--- src/hdl/csplit_pkg.sv ---
// Shared types, constants and helpers for the command line splitter.
// Used by every module of the block; no dependencies of its own.
package csplit_pkg;

  // Storage widths
  localparam int OFFSET_BITS = 16;
  localparam int COUNT_BITS  = 8;
  localparam int RUN_BITS    = 16;

  // Field widths on the channels
  localparam int CHAR_W   = 8;
  localparam int KIND_W   = 3;
  localparam int REPEAT_W = 16;
  localparam int OFFSET_W = 16;
  localparam int INDEX_W  = 8;
  localparam int MAXARG_W = 9;
  localparam int CAP_W    = 16;
  localparam int CFG_IDX_W  = 1;
  localparam int CFG_DATA_W = 16;

  // Results one item can cause
  localparam int MAX_RES = 3;
  localparam int RES_CNT_W = 2;

  // Compare widths, wide enough that no sum can wrap
  localparam int SUM_W = ((OFFSET_BITS > CAP_W) ? OFFSET_BITS : CAP_W) + 2;
  localparam int ARG_W = ((COUNT_BITS > MAXARG_W) ? COUNT_BITS : MAXARG_W) + 2;

  localparam logic [SUM_W-1:0]    CAP_MAX  = (SUM_W'(1) << OFFSET_BITS) - SUM_W'(1);
  localparam logic [ARG_W-1:0]    ARG_MAX  = ARG_W'(1) << COUNT_BITS;
  localparam logic [RUN_BITS-1:0] RUN_MAX  = '1;

  localparam logic [MAXARG_W-1:0] MAX_ARGS_RST  = MAXARG_W'(256);
  localparam logic [CAP_W-1:0]    STORE_CAP_RST = '1;

  // Register indexes on the configuration channel
  localparam logic [CFG_IDX_W-1:0] REG_MAX_ARGS  = 1'b0;
  localparam logic [CFG_IDX_W-1:0] REG_STORE_CAP = 1'b1;

  // Characters with a meaning
  localparam logic [CHAR_W-1:0] CH_SPACE  = 8'h20;
  localparam logic [CHAR_W-1:0] CH_TAB    = 8'h09;
  localparam logic [CHAR_W-1:0] CH_BSLASH = 8'h5C;
  localparam logic [CHAR_W-1:0] CH_QUOTE  = 8'h22;

  typedef enum logic [KIND_W-1:0] {
    KIND_START = 3'd0,
    KIND_RUN   = 3'd1,
    KIND_END   = 3'd2,
    KIND_DONE  = 3'd3,
    KIND_ERROR = 3'd4
  } kind_e;

  typedef struct packed {
    kind_e                 kind;
    logic [CHAR_W-1:0]     out_byte;
    logic [REPEAT_W-1:0]   repeat_count;
    logic [OFFSET_W-1:0]   store_offset;
    logic [INDEX_W-1:0]    arg_index;
  } result_t;

  typedef result_t res_arr_t [MAX_RES];

  typedef struct packed {
    logic                   in_quote;
    logic                   in_argument;
    logic [RUN_BITS-1:0]    backslash_run;
    logic [OFFSET_BITS-1:0] write_offset;
    logic [COUNT_BITS-1:0]  argument_count;
    logic                   error_seen;
  } state_t;

  typedef struct packed {
    logic [SUM_W-1:0] cap;
    logic [ARG_W-1:0] args;
  } limits_t;

  function automatic result_t mk_res(kind_e k, logic [CHAR_W-1:0] b,
                                     logic [RUN_BITS-1:0] cnt,
                                     logic [SUM_W-1:0] off,
                                     logic [COUNT_BITS-1:0] idx);
    result_t r;
    r.kind         = k;
    r.out_byte     = b;
    r.repeat_count = REPEAT_W'(cnt);
    r.store_offset = OFFSET_W'(off);
    r.arg_index    = INDEX_W'(idx);
    return r;
  endfunction

endpackage

--- src/hdl/csplit_in_if.sv ---
// Input channel of the splitter: one command line byte or the end marker.
// Depends on csplit_pkg.
interface csplit_in_if;
  import csplit_pkg::*;
  logic              valid;
  logic              ready;
  logic [CHAR_W-1:0] char_in;
  logic              end_of_line;

  modport source (output valid, char_in, end_of_line, input ready);
  modport sink   (input valid, char_in, end_of_line, output ready);
endinterface

--- src/hdl/csplit_out_if.sv ---
// Result channel of the splitter: one store event per beat.
// Depends on csplit_pkg.
interface csplit_out_if;
  import csplit_pkg::*;
  logic                valid;
  logic                ready;
  logic [KIND_W-1:0]   kind;
  logic [CHAR_W-1:0]   out_byte;
  logic [REPEAT_W-1:0] repeat_count;
  logic [OFFSET_W-1:0] store_offset;
  logic [INDEX_W-1:0]  arg_index;
  logic                last;

  modport source (output valid, kind, out_byte, repeat_count, store_offset, arg_index,
                  last, input ready);
  modport sink   (input valid, kind, out_byte, repeat_count, store_offset, arg_index,
                  last, output ready);
endinterface

--- src/hdl/csplit_cfg_if.sv ---
// Configuration write channel of the splitter: register index and data.
// Depends on csplit_pkg.
interface csplit_cfg_if;
  import csplit_pkg::*;
  logic                  valid;
  logic                  ready;
  logic [CFG_IDX_W-1:0]  index;
  logic [CFG_DATA_W-1:0] data;

  modport source (output valid, index, data, input ready);
  modport sink   (input valid, index, data, output ready);
endinterface

--- src/hdl/csplit_cfg_regs.sv ---
// Configuration registers (argument limit, store capacity) and the
// effective limits derived from them. Depends on csplit_pkg, csplit_cfg_if.
module csplit_cfg_regs
  import csplit_pkg::*;
(
  input  logic          clk_i,
  input  logic          rst_ni,
  csplit_cfg_if.sink    cfg_i,
  output limits_t       limits_o
);

  logic [MAXARG_W-1:0] max_args_q;
  logic [CAP_W-1:0]    store_cap_q;

  assign cfg_i.ready = 1'b1;

  // Register writes
  always_ff @(posedge clk_i or negedge rst_ni) begin
    if (!rst_ni) begin
      max_args_q  <= MAX_ARGS_RST;
      store_cap_q <= STORE_CAP_RST;
    end else if (cfg_i.valid) begin
      case (cfg_i.index)
        REG_MAX_ARGS:  max_args_q  <= cfg_i.data[MAXARG_W-1:0];
        REG_STORE_CAP: store_cap_q <= cfg_i.data[CAP_W-1:0];
        default: ;
      endcase
    end
  end

  // Clip to what the offset and count registers can hold
  always_comb begin
    limits_o.cap  = (SUM_W'(store_cap_q) < CAP_MAX) ? SUM_W'(store_cap_q) : CAP_MAX;
    limits_o.args = (ARG_W'(max_args_q) < ARG_MAX) ? ARG_W'(max_args_q) : ARG_MAX;
  end

endmodule

--- src/hdl/csplit_step.sv ---
// Per-byte splitting logic: from the current line state and one input
// item, the next state and up to three results. Depends on csplit_pkg.
module csplit_step
  import csplit_pkg::*;
(
  input  state_t               st_i,
  input  logic [CHAR_W-1:0]    char_i,
  input  logic                 eol_i,
  input  limits_t              limits_i,
  output state_t               nx_o,
  output res_arr_t             res_o,
  output logic [RES_CNT_W-1:0] n_o
);

  logic [SUM_W-1:0]      wo;
  logic [COUNT_BITS-1:0] ac;
  logic [RUN_BITS-1:0]   bs;
  logic [RUN_BITS-1:0]   k;
  logic                  sep;
  logic                  ok;
  logic                  go;

  always_comb begin
    nx_o  = st_i;
    res_o = '{default: '0};
    n_o   = '0;
    wo    = SUM_W'(st_i.write_offset);
    ac    = st_i.argument_count;
    bs    = '0;
    k     = '0;
    ok    = 1'b1;
    go    = 1'b0;
    sep   = (char_i == CH_SPACE) || (char_i == CH_TAB);

    if (eol_i) begin
      // End of line: flush backslashes, close the argument, report
      if (st_i.error_seen) begin
        res_o[n_o] = mk_res(KIND_ERROR, '0, '0, wo, ac);
        n_o = n_o + 1'b1;
      end else begin
        if (st_i.in_argument) begin
          k = st_i.backslash_run;
          if (k != '0) begin
            if (wo + SUM_W'(k) >= limits_i.cap) begin
              res_o[n_o] = mk_res(KIND_ERROR, '0, '0, wo, ac);
              n_o = n_o + 1'b1;
              ok  = 1'b0;
            end else begin
              res_o[n_o] = mk_res(KIND_RUN, CH_BSLASH, k, wo, ac - 1'b1);
              n_o = n_o + 1'b1;
              wo  = wo + SUM_W'(k);
            end
          end
          if (ok) begin
            if (wo + SUM_W'(1) > limits_i.cap) begin
              res_o[n_o] = mk_res(KIND_ERROR, '0, '0, wo, ac);
              n_o = n_o + 1'b1;
              ok  = 1'b0;
            end else begin
              res_o[n_o] = mk_res(KIND_END, '0, RUN_BITS'(1), wo, ac - 1'b1);
              n_o = n_o + 1'b1;
              wo  = wo + SUM_W'(1);
            end
          end
        end
        if (ok) begin
          res_o[n_o] = mk_res(KIND_DONE, '0, '0, wo, ac);
          n_o = n_o + 1'b1;
        end
      end
      nx_o = '0;
    end else if (!st_i.error_seen && !(!st_i.in_argument && sep)) begin
      go = 1'b1;
      // Opening a new argument
      if (!st_i.in_argument) begin
        if (ARG_W'(ac) + ARG_W'(1) >= limits_i.args) begin
          res_o[n_o] = mk_res(KIND_ERROR, '0, '0, wo, ac);
          n_o = n_o + 1'b1;
          nx_o.error_seen = 1'b1;
          go = 1'b0;
        end else begin
          res_o[n_o] = mk_res(KIND_START, '0, '0, wo, ac);
          n_o = n_o + 1'b1;
          ac  = ac + 1'b1;
          nx_o.in_argument   = 1'b1;
          nx_o.in_quote      = 1'b0;
          nx_o.backslash_run = '0;
        end
      end

      if (go) begin
        if (char_i == CH_BSLASH) begin
          // Saturating backslash count
          if (nx_o.backslash_run != RUN_MAX) begin
            nx_o.backslash_run = nx_o.backslash_run + 1'b1;
          end
        end else begin
          bs = nx_o.backslash_run;
          nx_o.backslash_run = '0;
          // Pending backslashes: halved before a quote, literal otherwise
          k = (char_i == CH_QUOTE) ? (bs >> 1) : bs;
          if (k != '0) begin
            if (wo + SUM_W'(k) >= limits_i.cap) begin
              res_o[n_o] = mk_res(KIND_ERROR, '0, '0, wo, ac);
              n_o = n_o + 1'b1;
              nx_o.error_seen = 1'b1;
              ok = 1'b0;
            end else begin
              res_o[n_o] = mk_res(KIND_RUN, CH_BSLASH, k, wo, ac - 1'b1);
              n_o = n_o + 1'b1;
              wo  = wo + SUM_W'(k);
            end
          end
          if (ok) begin
            if (char_i == CH_QUOTE && !bs[0]) begin
              nx_o.in_quote = !nx_o.in_quote;
            end else if (char_i == CH_QUOTE || nx_o.in_quote || !sep) begin
              // One literal byte (escaped quote, quoted separator or ordinary character)
              if (wo + SUM_W'(1) >= limits_i.cap) begin
                res_o[n_o] = mk_res(KIND_ERROR, '0, '0, wo, ac);
                n_o = n_o + 1'b1;
                nx_o.error_seen = 1'b1;
              end else begin
                res_o[n_o] = mk_res(KIND_RUN, char_i, RUN_BITS'(1), wo, ac - 1'b1);
                n_o = n_o + 1'b1;
                wo  = wo + SUM_W'(1);
              end
            end else begin
              // Unquoted separator closes the argument
              if (wo + SUM_W'(1) > limits_i.cap) begin
                res_o[n_o] = mk_res(KIND_ERROR, '0, '0, wo, ac);
                n_o = n_o + 1'b1;
                nx_o.error_seen = 1'b1;
              end else begin
                res_o[n_o] = mk_res(KIND_END, '0, RUN_BITS'(1), wo, ac - 1'b1);
                n_o = n_o + 1'b1;
                wo  = wo + SUM_W'(1);
                nx_o.in_argument = 1'b0;
                nx_o.in_quote    = 1'b0;
              end
            end
          end
        end
      end

      // An error drops the argument in progress
      if (nx_o.error_seen) begin
        nx_o.in_quote      = 1'b0;
        nx_o.in_argument   = 1'b0;
        nx_o.backslash_run = '0;
      end
      nx_o.write_offset   = OFFSET_BITS'(wo);
      nx_o.argument_count = ac;
    end
  end

endmodule

--- src/hdl/csplit_res_buf.sv ---
// Result register: holds the results of one item and hands them out one
// beat at a time, marking the final one. Depends on csplit_pkg, csplit_out_if.
module csplit_res_buf
  import csplit_pkg::*;
(
  input  logic                 clk_i,
  input  logic                 rst_ni,
  input  logic                 load_i,
  input  res_arr_t             res_i,
  input  logic [RES_CNT_W-1:0] n_i,
  output logic                 free_o,
  csplit_out_if.source         out_o
);

  res_arr_t             res_q;
  logic [RES_CNT_W-1:0] cnt_q, cnt_d;
  logic [RES_CNT_W-1:0] head_q, head_d;
  logic                 pop;
  result_t              cur;

  assign pop    = out_o.valid && out_o.ready;
  // Free when empty or when its final beat leaves this cycle
  assign free_o = (cnt_q == '0) || (pop && cnt_q == RES_CNT_W'(1));

  assign cur                = res_q[head_q];
  assign out_o.valid        = (cnt_q != '0);
  assign out_o.kind         = cur.kind;
  assign out_o.out_byte     = cur.out_byte;
  assign out_o.repeat_count = cur.repeat_count;
  assign out_o.store_offset = cur.store_offset;
  assign out_o.arg_index    = cur.arg_index;
  assign out_o.last         = (cnt_q == RES_CNT_W'(1));

  // Count and read pointer
  always_comb begin
    cnt_d  = cnt_q;
    head_d = head_q;
    if (load_i) begin
      cnt_d  = n_i;
      head_d = '0;
    end else if (pop) begin
      cnt_d  = cnt_q - 1'b1;
      head_d = head_q + 1'b1;
    end
  end

  always_ff @(posedge clk_i or negedge rst_ni) begin
    if (!rst_ni) begin
      cnt_q  <= '0;
      head_q <= '0;
    end else begin
      cnt_q  <= cnt_d;
      head_q <= head_d;
    end
  end

  // Payload
  always_ff @(posedge clk_i) begin
    if (load_i) begin
      res_q <= res_i;
    end
  end

endmodule

--- src/hdl/command_line_splitter_core.sv ---
// Command line splitter, top level: input register, line state, step logic
// and result register. Depends on csplit_pkg, the channel interfaces and submodules.
//
// Takes a command line one byte per input beat, closed by a beat with
// end_of_line set, and reports what goes into the argument store: argument
// starts, backslash and byte runs, terminators, and a final done (or error)
// carrying the byte and argument counts. One byte is accepted every clock
// cycle as long as it causes at most one result and the result channel is
// not stalled; a byte that causes two or three results keeps the result
// register until they have all left and stalls the input meanwhile, because
// the result channel carries one result per beat. An accepted byte passes
// the input register, then the result register, before its first result.
// After an end-of-line beat all line state is back at its reset values.
// Configuration must be written only while the block is idle; the block itself does not enforce it.
module command_line_splitter_core
  import csplit_pkg::*;
(
  input  logic         clk_i,
  input  logic         rst_ni,
  csplit_in_if.sink    item_i,
  csplit_out_if.source result_o,
  csplit_cfg_if.sink   cfg_i
);

  limits_t              limits;
  state_t               state_q, state_nx;
  res_arr_t             res;
  logic [RES_CNT_W-1:0] res_n;
  logic                 buf_free;
  logic                 advance;

  logic                 in_valid_q;
  logic [CHAR_W-1:0]    char_q;
  logic                 eol_q;

  csplit_cfg_regs u_cfg (
    .clk_i    (clk_i),
    .rst_ni   (rst_ni),
    .cfg_i    (cfg_i),
    .limits_o (limits)
  );

  // Registered item moves on when the result register can take its results
  assign advance      = in_valid_q && buf_free;
  assign item_i.ready = !in_valid_q || advance;

  // Input register
  always_ff @(posedge clk_i or negedge rst_ni) begin
    if (!rst_ni) begin
      in_valid_q <= 1'b0;
    end else if (item_i.ready) begin
      in_valid_q <= item_i.valid;
    end
  end

  always_ff @(posedge clk_i) begin
    if (item_i.valid && item_i.ready) begin
      char_q <= item_i.char_in;
      eol_q  <= item_i.end_of_line;
    end
  end

  csplit_step u_step (
    .st_i     (state_q),
    .char_i   (char_q),
    .eol_i    (eol_q),
    .limits_i (limits),
    .nx_o     (state_nx),
    .res_o    (res),
    .n_o      (res_n)
  );

  // Line state
  always_ff @(posedge clk_i or negedge rst_ni) begin
    if (!rst_ni) begin
      state_q <= '0;
    end else if (advance) begin
      state_q <= state_nx;
    end
  end

  csplit_res_buf u_buf (
    .clk_i  (clk_i),
    .rst_ni (rst_ni),
    .load_i (advance),
    .res_i  (res),
    .n_i    (res_n),
    .free_o (buf_free),
    .out_o  (result_o)
  );

endmodule

--- src/flat_wrapper.sv ---
// flat-port wrapper written by rule: the top's interface ports become plain ports
module command_line_splitter_core_flat import csplit_pkg::*;
  (clk_i, rst_ni, item_i_valid, item_i_char_in, item_i_end_of_line, item_i_ready, result_o_valid, result_o_kind, result_o_out_byte, result_o_repeat_count, result_o_store_offset, result_o_arg_index, result_o_last, result_o_ready, cfg_i_valid, cfg_i_index, cfg_i_data, cfg_i_ready);
  csplit_in_if item_i_i ();
  csplit_out_if result_o_i ();
  csplit_cfg_if cfg_i_i ();
  input  logic clk_i;
  input  logic rst_ni;
  input wire logic [$bits(item_i_i.valid)-1:0] item_i_valid;
  input wire logic [$bits(item_i_i.char_in)-1:0] item_i_char_in;
  input wire logic [$bits(item_i_i.end_of_line)-1:0] item_i_end_of_line;
  output wire logic [$bits(item_i_i.ready)-1:0] item_i_ready;
  output wire logic [$bits(result_o_i.valid)-1:0] result_o_valid;
  output wire logic [$bits(result_o_i.kind)-1:0] result_o_kind;
  output wire logic [$bits(result_o_i.out_byte)-1:0] result_o_out_byte;
  output wire logic [$bits(result_o_i.repeat_count)-1:0] result_o_repeat_count;
  output wire logic [$bits(result_o_i.store_offset)-1:0] result_o_store_offset;
  output wire logic [$bits(result_o_i.arg_index)-1:0] result_o_arg_index;
  output wire logic [$bits(result_o_i.last)-1:0] result_o_last;
  input wire logic [$bits(result_o_i.ready)-1:0] result_o_ready;
  input wire logic [$bits(cfg_i_i.valid)-1:0] cfg_i_valid;
  input wire logic [$bits(cfg_i_i.index)-1:0] cfg_i_index;
  input wire logic [$bits(cfg_i_i.data)-1:0] cfg_i_data;
  output wire logic [$bits(cfg_i_i.ready)-1:0] cfg_i_ready;
  assign item_i_i.valid = item_i_valid;
  assign item_i_i.char_in = item_i_char_in;
  assign item_i_i.end_of_line = item_i_end_of_line;
  assign item_i_ready = item_i_i.ready;
  assign result_o_valid = result_o_i.valid;
  assign result_o_kind = result_o_i.kind;
  assign result_o_out_byte = result_o_i.out_byte;
  assign result_o_repeat_count = result_o_i.repeat_count;
  assign result_o_store_offset = result_o_i.store_offset;
  assign result_o_arg_index = result_o_i.arg_index;
  assign result_o_last = result_o_i.last;
  assign result_o_i.ready = result_o_ready;
  assign cfg_i_i.valid = cfg_i_valid;
  assign cfg_i_i.index = cfg_i_index;
  assign cfg_i_i.data = cfg_i_data;
  assign cfg_i_ready = cfg_i_i.ready;
  command_line_splitter_core u_core (.clk_i(clk_i), .rst_ni(rst_ni), .item_i(item_i_i), .result_o(result_o_i), .cfg_i(cfg_i_i));
endmodule
--- config.mk ---
export PLATFORM = sky130hd
export DESIGN_NAME = command_line_splitter_core_flat
export DESIGN_NICKNAME = d
export VERILOG_FILES = /design/src/hdl/csplit_pkg.sv /design/src/hdl/csplit_in_if.sv /design/src/hdl/csplit_out_if.sv /design/src/hdl/csplit_cfg_if.sv /design/src/hdl/csplit_cfg_regs.sv /design/src/hdl/csplit_step.sv /design/src/hdl/csplit_res_buf.sv /design/src/hdl/command_line_splitter_core.sv /design/src/flat_wrapper.sv
export SDC_FILE = /design/constraint.sdc
export NUM_CORES = 1
export LEC_CHECK = 0
export ABC_AREA = 1
export BUFFER_PORTS_ARGS = -buffer_cell sky130_fd_sc_hd__buf_2
export CAP_MARGIN = 5
export CORE_MARGIN = 5
export CORE_UTILIZATION = 35
export DETAILED_ROUTE_END_ITERATION = 6
export GPL_ROUTABILITY_DRIVEN = 0
export PLACE_DENSITY = 0.6
export REMOVE_ABC_BUFFERS = 1
export SYNTH_ARGS = -nofsm -noshare
export SYNTH_HDL_FRONTEND = slang
export SYNTH_SLANG_ARGS = --single-unit
--- constraint.sdc ---
create_clock -name clk_i -period 15.6 [get_ports clk_i]
set_input_delay 3.12 -clock clk_i [delete_from_list [all_inputs] [get_ports clk_i]]
set_output_delay 3.12 -clock clk_i [all_outputs]
set_load 0.005 [all_outputs]
==> results.md, run 1 <==
### Timing
- final worst path period share: 74.0%
- Clock Skew: 16.8 ps
- Setup Total Neg Slack: 0 ps
- final hold vios: 0
- transition time at the pin with the least slew margin: 1170 ps
- RSZ-0062 raised after global routing: false
- min Tclk post-route: 11540 ps
- Finish-stage setup viols: 0
- Fmax achieved: 0.0867 GHz
- tightest slew margin relative to the limit: 21.7%
- count of final max-slew check failures: 0

### Global routing
- number of global-route vias before repair: 18056
- antenna violations before repair: 2
- pin count of the biggest net entering global routing: 81
- first-pass GRT wire length: 109000 um
- total global routing track utilization: 24.1%
- total congestion overflow after global routing: 0

### Placed design
- DP Cell Count: 3281
- count of buffers inserted at the top-level ports: 84
- hpwl dp: 53800 um

### Setup path
- CP max stage cell: sky130_fd_sc_hd__nand3_2
- Critical Path Source Type: flip-flop
- required arrival time at the worst endpoint: 15910 ps
- Worst path max stage delay: 550 ps
- CP dominant cell by count: sky130_fd_sc_hd__nand2_1
- Worst Setup End Kind: flip-flop
- critical path fanouts, max: 33
- arrival time worst endpoint: 11850 ps
- category of the critical setup timing path: flip-flop to flip-flop

### Route
- count of unresolved DRC violations after routing: 5
- DR vias: 19557
- remaining antenna violation count: 0
- routed wire length: 72200 um
- count of TritonRoute iterations in the first routing pass: 7
- first-iteration detailed-routing DRC count: 2656
- post-DR vias/cell: 5.87
- WL per Instance: 21.7 um

### Synth
- register bit count reported by yosys: 220
- sequential fraction of the synthesis area: 33.9%
- post-synthesis cell count: 2582
- Post-synth EDFFs: 147
- average cell area after synthesis: 7.16 um2
- count of warnings emitted by yosys: 0
- FFs w/ async S/R, synth: 33.2%
- Post-synth top flop: sky130_fd_sc_hd__edfxtp_1
- summed instance area of the synthesized netlist: 18500 um2
- count of unique library cells instantiated by Yosys: 63

### Layout
- net count of the finished layout: 2772
- footprint of the multi-input gates: 10600 um2
- number of filler instances in the final layout: 5443
- fraction of layout instances using a drive strength above 1: 9.09%
- Area Growth Syn to Fin: 10.0%
- Sequential cell area: 6260 um2
- Final Instance Count excl. Fillers: 3330

### Die
- Die ar.: 57500 um2
- effective utilization at floorplan: 35.3%
- Die W: 240 um
- area of the core region: 52400 um2
- number of placement rows: 84
- num ports: 86
- Die Y-Extent: 240 um

### Clock tree
- CTS Buffer Depth: 3
- post-CTS sizing: 0
- clock latency reported for the late side of the worst-skew pair: 570 ps
- root cell of the clock tree: sky130_fd_sc_hd__clkbuf_16
- clock tree from TritonCTS: done
- setup fix buffers added after clock tree synthesis: 0
- hold buffers post-CTS: 0
- sink count of the clock tree: 220
- deepest level of the CTS H-tree: 1
- clock-pin slew on the worst setup and hold paths: 70 ps
- total CTS buffers: 26

### Run status
- violated checks: design-rule violations
- run status: complete, but fails checks

### Job
- number of max-capacitance violations reported: 0

### Min path
- kind of path behind the tightest hold check: flip-flop to flip-flop

### Power and ir drop
- ratio of total power to cell area: 255 nW/um2
- leakage power summed over all cells: 0.00917 uW
- maximum VDD drop: 0.130 mV
- post-route total power: 5190 uW

[metal layers]
metal,global-route usage [%],wire [um],up-vias
met5,0,40,-
met4,11.0,4210,2
met3,6.57,9390,313
met2,35.7,29800,1322
met1,33.0,28800,9023
li1,-,-,8897
[layout by cell type, fill, tap and decap left out, types with 45 or more instances in the layout]
| cell | instances |
|---|---|
| sky130_fd_sc_hd__a21oi_1 | 157 |
| sky130_fd_sc_hd__buf_2 | 83 |
| sky130_fd_sc_hd__dfrtp_1 | 54 |
| sky130_fd_sc_hd__edfxtp_1 | 147 |
| sky130_fd_sc_hd__ha_1 | 118 |
| sky130_fd_sc_hd__inv_1 | 266 |
| sky130_fd_sc_hd__nand2_1 | 534 |
| sky130_fd_sc_hd__nand3_1 | 208 |
| sky130_fd_sc_hd__nor2_1 | 273 |
| sky130_fd_sc_hd__o21ai_0 | 228 |
| sky130_fd_sc_hd__o21ai_1 | 45 |
| sky130_fd_sc_hd__o22ai_1 | 59 |
| sky130_fd_sc_hd__xor2_1 | 59 |
[cells by family (layout without fill, tap and decap cells)]
family | after synthesis | in the layout | share of synthesized area, %
other | 2 | 18 | 0.0406
and+or+nand+nor | 1128 | 1128 | 26.1
AOI/OAI and AO/OA | 623 | 623 | 19.3
xor gates and xnor gates | 76 | 76 | 3.64
adders and majority gates | 120 | 120 | 8.20
DFF | 220 | 220 | 33.9
buffers and inverters | 413 | 457 | 8.89
[synthesized netlist by cell type, types with 12 or more instances]
cell type	instances	area [um2]
sky130_fd_sc_hd__a21oi_1	157	786
sky130_fd_sc_hd__buf_2	19	95.1
sky130_fd_sc_hd__clkbuf_1	77	289
sky130_fd_sc_hd__clkinv_1	14	52.6
sky130_fd_sc_hd__dfrtp_1	56	1400
sky130_fd_sc_hd__dfstp_2	17	447
sky130_fd_sc_hd__edfxtp_1	147	4410
sky130_fd_sc_hd__ha_1	118	1480
sky130_fd_sc_hd__inv_1	266	998
sky130_fd_sc_hd__inv_2	16	60.1
sky130_fd_sc_hd__nand2_1	534	2000
sky130_fd_sc_hd__nand2_2	12	75.1
sky130_fd_sc_hd__nand3_1	208	1040
sky130_fd_sc_hd__nand4_1	32	200
sky130_fd_sc_hd__nor2_1	275	1030
sky130_fd_sc_hd__nor2_2	13	81.3
sky130_fd_sc_hd__nor3_1	24	120
sky130_fd_sc_hd__o211ai_1	32	240
sky130_fd_sc_hd__o21ai_0	228	1140
sky130_fd_sc_hd__o21ai_1	45	225
sky130_fd_sc_hd__o22ai_1	59	369
sky130_fd_sc_hd__o31ai_1	39	293
sky130_fd_sc_hd__xnor2_1	16	140
sky130_fd_sc_hd__xor2_1	59	517
[layout make-up]
cell class / count / share of cell area [%]
diodes: 2 / 0.0246
clock buffers: 29 / 3.25
clock inverters: 18 / 0.732
inverters: 297 / 5.49
multi-input cells: 1963 / 52.3
flip-flops and latches: 220 / 30.8
well taps: 688 / 4.23
repair buffers: 113 / 3.15
[registers in the layout (all words and copies together) (netlist names)]
signal                    cells
u_core.u_cfg.store_cap_q     16
u_core.in_valid_q             1
u_core.u_buf.res_q          138
u_core.u_buf.head_q           2
u_core.u_cfg.max_args_q       9
u_core.u_buf.cnt_q            2
u_core.char_q                 8
u_core.eol_q                  1
u_core.state_q               43
[where the power goes]
| group | internal, uW | switching (uW) | total [uW] |
|---|---|---|---|
| clock network | 325 | 265 | 590 |
| registers | 933 | 142 | 1070 |
| logic | 974 | 2550 | 3520 |
[worst paths after layout]
path | startpoint | endpoint | slack (ps) | cells after the start
min in group asynchronous | rst_ni | u_core.state_q[16] | 2500 | 1
worst max register to register | u_core.state_q[1] | u_core.u_buf.res_q[55] | 4060 | 56
max in group asynchronous | rst_ni | u_core.u_buf.head_q[0] | 12050 | 2
worst min-delay path | u_core.u_cfg.store_cap_q[6] | u_core.u_cfg.store_cap_q[6] | 490 | 2
worst max-delay path | u_core.state_q[1] | u_core.u_buf.res_q[55] | 4060 | 56
worst min register to register | u_core.u_cfg.store_cap_q[6] | u_core.u_cfg.store_cap_q[6] | 490 | 2
[per-stage QoR]
step | instance area [um2] | hold WS, ps | util, % | setup slack, ps
floorplan | 18000 | 449 | - | 3650
global placement | 19500 | 471 | 37.2 | 4990
detailed placement | 19500 | 472 | 37.2 | 4510
CTS | 20300 | 487 | 38.8 | 4420
global route | 20300 | 499 | 38.8 | 2920
finish | 20300 | 492 | 38.8 | 4060
[worst max-delay path: cells and delay by family, from the launching register on]
kind / cells / cell delay (ps)
AND/OR/NAND/NOR: 29 / 3560
AO/OA/AOI/OAI: 8 / 2910
adder cells (fa/ha/maj): 7 / 1870
buffers and inverters: 9 / 1800
XOR/XNOR: 3 / 590
flip-flops: 1 / 540
No activity file was read; power rests on OpenSTA's default activity.
==> run 2, diff against run 1 <==
--- a/config.mk
+++ b/config.mk
@@ -5,7 +5,7 @@
 export SDC_FILE = /design/constraint.sdc
 export NUM_CORES = 1
 export LEC_CHECK = 0
-export ABC_AREA = 1
+export ABC_AREA = 0
 export BUFFER_PORTS_ARGS = -buffer_cell sky130_fd_sc_hd__buf_2
 export CAP_MARGIN = 5
 export CORE_MARGIN = 5
==> constraint.sdc (replaced) <==
create_clock -name clk_i -period 10.9 [get_ports clk_i]
set_input_delay 2.18 -clock clk_i [delete_from_list [all_inputs] [get_ports clk_i]]
set_output_delay 2.18 -clock clk_i [all_outputs]
set_load 0.005 [all_outputs]
==> results.md, run 2 <==
### Synth
- dominant cell by count in the synthesized netlist: sky130_fd_sc_hd__nand2_1
- post-synthesis cell count: 2067, -20%
- register bit count reported by yosys: 220, unchanged
- count of unique library cells instantiated by Yosys: 99, +57%
- summed instance area of the synthesized netlist: 18200 um2, -1.5%
- post-synthesis cell type with the largest combined area: sky130_fd_sc_hd__edfxtp_1
- post-synthesis compound-gate area fraction: 24.0%, +4.7 points
- largest family of logic cells by synthesized area: compound AO/OA/AOI/OAI gates
- mux contribution to synthesized area: 6.66%, +6.7 points
- Post-synth EDFFs: 147, unchanged
- dominant cells by area after synthesis: sky130_fd_sc_hd__edfxtp_1, sky130_fd_sc_hd__ha_1, sky130_fd_sc_hd__dfrtp_1
- sequential fraction of the synthesis area: 34.4%, +0.52 points
- commonest cells in the synthesized netlist: sky130_fd_sc_hd__nand2_1, sky130_fd_sc_hd__o21ai_0, sky130_fd_sc_hd__nor2_1
- average cell area after synthesis: 8.81 um2, +23%
- count of warnings emitted by yosys: 0, unchanged
- area share of the largest cell type after synthesis: 24.2%, +0.37 points
- Post-synth top flop: sky130_fd_sc_hd__edfxtp_1
- FFs w/ async S/R, synth: 33.2%, unchanged
- area share of and/or/nand/nor cells after synthesis: 17.3%, -8.8 points
- adder-cell share of the synthesized area: 8.33%, +0.13 points
- area share of xor/xnor cells in the synthesized design: 4.91%, +1.3 points

### Run status
- run status: completed

### Setup path
- worst setup path startpoint: u_core.state_q[1]
- CP max stage cell: sky130_fd_sc_hd__a2111oi_4
- Worst Setup End Kind: flip-flop
- endpoint of the most critical register-to-register path: u_core.u_buf.res_q[107]
- category of the critical setup timing path: flip-flop to flip-flop
- Critical Path Source Type: flip-flop
- critical path fanouts, max: 14, -58%
- arrival time worst endpoint: 10790 ps, -1060 ps
- reg2reg setup slack: 380 ps, -3680 ps
- critical path endpoint: u_core.u_buf.res_q[107]
- Worst path max stage delay: 420 ps, -130 ps
- required arrival time at the worst endpoint: 11170 ps, -4740 ps
- reg-to-reg critical path startpoint: u_core.state_q[1]
- cells on worst reg2reg path: 47, -16%

### Die
- Die ar.: 56700 um2, -1.5%
- effective utilization at floorplan: 35.4%, +0.17 points
- Die W: 238 um, -0.73%
- Die Y-Extent: 238 um, -0.73%
- number of placement rows: 83, -1.2%
- area of the core region: 51400 um2, -2.0%
- num ports: 86, unchanged

### Power and ir drop
- leakage power summed over all cells: 0.00838 uW, -8.6%
- maximum VDD drop: 0.126 mV, -3.0%
- post-route total power: 4470 uW, -14%
- ratio of total power to cell area: 216 nW/um2, -15%

### Clock tree
- clock-pin slew on the worst setup and hold paths: 60 ps, about the same
- clock tree from TritonCTS: done
- deepest level of the CTS H-tree: 1, unchanged
- root cell of the clock tree: sky130_fd_sc_hd__clkbuf_16
- sink count of the clock tree: 220, unchanged
- hold buffers post-CTS: 0, unchanged
- CTS Buffer Depth: 3, unchanged
- total CTS buffers: 26, unchanged
- clock latency reported for the late side of the worst-skew pair: 580 ps, about the same

### Layout
- net count of the finished layout: 2308, -17%
- flip-flop count of the largest register after layout: 138, unchanged
- largest registers in the final layout: u_core.u_buf.res_q: 138 flops, u_core.state_q: 43 flops, u_core.u_cfg.store_cap_q: 16 flops
- Post-Route Utilization: 40.3%, +1.5 points
- Area Growth Syn to Fin: 13.8%
- fraction of layout instances using a drive strength above 1: 15.1%, +6.0 points
- most common library cell in the layout ignoring fill and taps: sky130_fd_sc_hd__nand2_1
- Final Instance Count excl. Fillers: 2857, -14%
- top register by number of flip-flops: u_core.u_buf.res_q
- antenna cell count: 0, -2
- most used cells in the layout excluding fill and tap cells: sky130_fd_sc_hd__nand2_1, sky130_fd_sc_hd__o21ai_0, sky130_fd_sc_hd__edfxtp_1, sky130_fd_sc_hd__nor2_1, sky130_fd_sc_hd__a21oi_1

### Timing
- transition time at the pin with the least slew margin: 1160 ps, -9.22 ps
- final worst path period share: 96.5%, +23 points
- min Tclk post-route: 10520 ps, -1020 ps
- final hold vios: 0, unchanged
- tightest slew margin relative to the limit: 22.3%, +0.62 points
- Setup Total Neg Slack: 0 ps, unchanged
- Clock Skew: 40.0 ps, +23.2 ps
- Finish-stage setup viols: 0, unchanged
- count of final max-slew check failures: 0, unchanged
- Fmax achieved: 0.0950 GHz, +9.7%

### Placed design
- DP Cell Count: 2802, -15%
- hpwl dp: 51800 um, -3.8%
- count of buffers inserted at the top-level ports: 84, unchanged

### Global routing
- number of global-route vias before repair: 16610, -8.0%
- total global routing track utilization: 23.0%, -1.2 points
- pin count of the biggest net entering global routing: 78, -3.7%
- antenna violations before repair: 0, -2
- first-pass GRT wire length: 102000 um, -5.9%
- total congestion overflow after global routing: 0, unchanged

### Route
- count of TritonRoute iterations in the first routing pass: 7, unchanged
- post-DR vias/cell: 6.22, +5.9%
- routed wire length: 68700 um, -5.0%
- WL per Instance: 24.0 um, +11%
- DR vias: 17772, -9.1%
- count of unresolved DRC violations after routing: 0, -5
- remaining antenna violation count: 0, unchanged
- first-iteration detailed-routing DRC count: 2285, -14%

### Min path
- kind of path behind the tightest hold check: flip-flop to flip-flop

### Job
- number of max-capacitance violations reported: 0, unchanged

run 2: worst min-delay path by stage:
stage | startpoint | end | slack (ps) | depth (start not counted)
detailed placement | u_core.u_cfg.max_args_q[0] | u_core.u_cfg.max_args_q[0] | 490 | 1
global route | u_core.u_cfg.max_args_q[1] | u_core.u_cfg.max_args_q[1] | 530 | 1
finish | u_core.u_cfg.max_args_q[0] | u_core.u_cfg.max_args_q[0] | 500 | 1
global placement | u_core.u_cfg.max_args_q[0] | u_core.u_cfg.max_args_q[0] | 490 | 1
floorplan | u_core.u_cfg.max_args_q[0] | u_core.u_cfg.max_args_q[0] | 470 | 1
CTS | u_core.u_cfg.max_args_q[0] | u_core.u_cfg.max_args_q[0] | 510 | 1
run 2: cell families (layout without fill, tap and decap cells):
group	count (synthesis)	after routing
other	2	16
AND/OR/NAND/NOR	663	663
AO/OA/AOI/OAI	647	647
flip-flops	220	220
adder cells (fa/ha/maj)	120	120
buffers and inverters	196	292
XOR/XNOR	102	102
multiplexers	117	117
run 2: metal layers:
| layer | part of all wire, % | global-route usage, % | up-vias |
|---|---|---|---|
| li1 | - | - | 7923 |
| met3 | 12 | 5.05 | 250 |
| met4 | 5.0 | 9.46 | 0 |
| met5 | 0 | 0 | - |
| met1 | 40 | 31.7 | 8429 |
| met2 | 43 | 35.1 | 1170 |
run 2: through the flow:
stage | instance area [um2] | worst slack (ps) | hold WS [ps]
finish | 20700 | 377 | 504
global route | 20700 | -79.7 | 530
CTS | 20600 | 17.3 | 507
detailed placement | 19700 | -105 | 494
global placement | 19700 | 185 | 489
floorplan | 17700 | -1650 | 473
run 2: area by class of cell:
type / count / area, um2
clock buffers: 33 / 677
clock inverters: 15 / 179
fillers: 5104 / 30700
inverters: 63 / 236
multi-input cells: 1665 / 11300
flip-flops and latches: 220 / 6270
well taps: 680 / 851
repair buffers: 181 / 1170
run 2: power breakdown:
part | internal, uW | switching [uW] | total [uW]
sequential | 1250 | 110 | 1360
clock | 515 | 373 | 888
combinational | 704 | 1520 | 2220
run 2: what timing repair did:
action | CTS | global route
pin swaps | 0 | 7
gates resized for setup | 3 | 21
setup endpoints to repair | 5 | 82
gates cloned | 0 | 0
buffers inserted | 0 | 7
run 2: worst max-delay path: cells and delay by family (launching register included):
family	cells	cell delay, ps
muxes	1	290
buffers and inverters	4	530
xor gates and xnor gates	4	800
AOI/OAI and AO/OA	22	4800
and+or+nand+nor	10	1810
adders and majority gates	6	1590
DFF	1	410
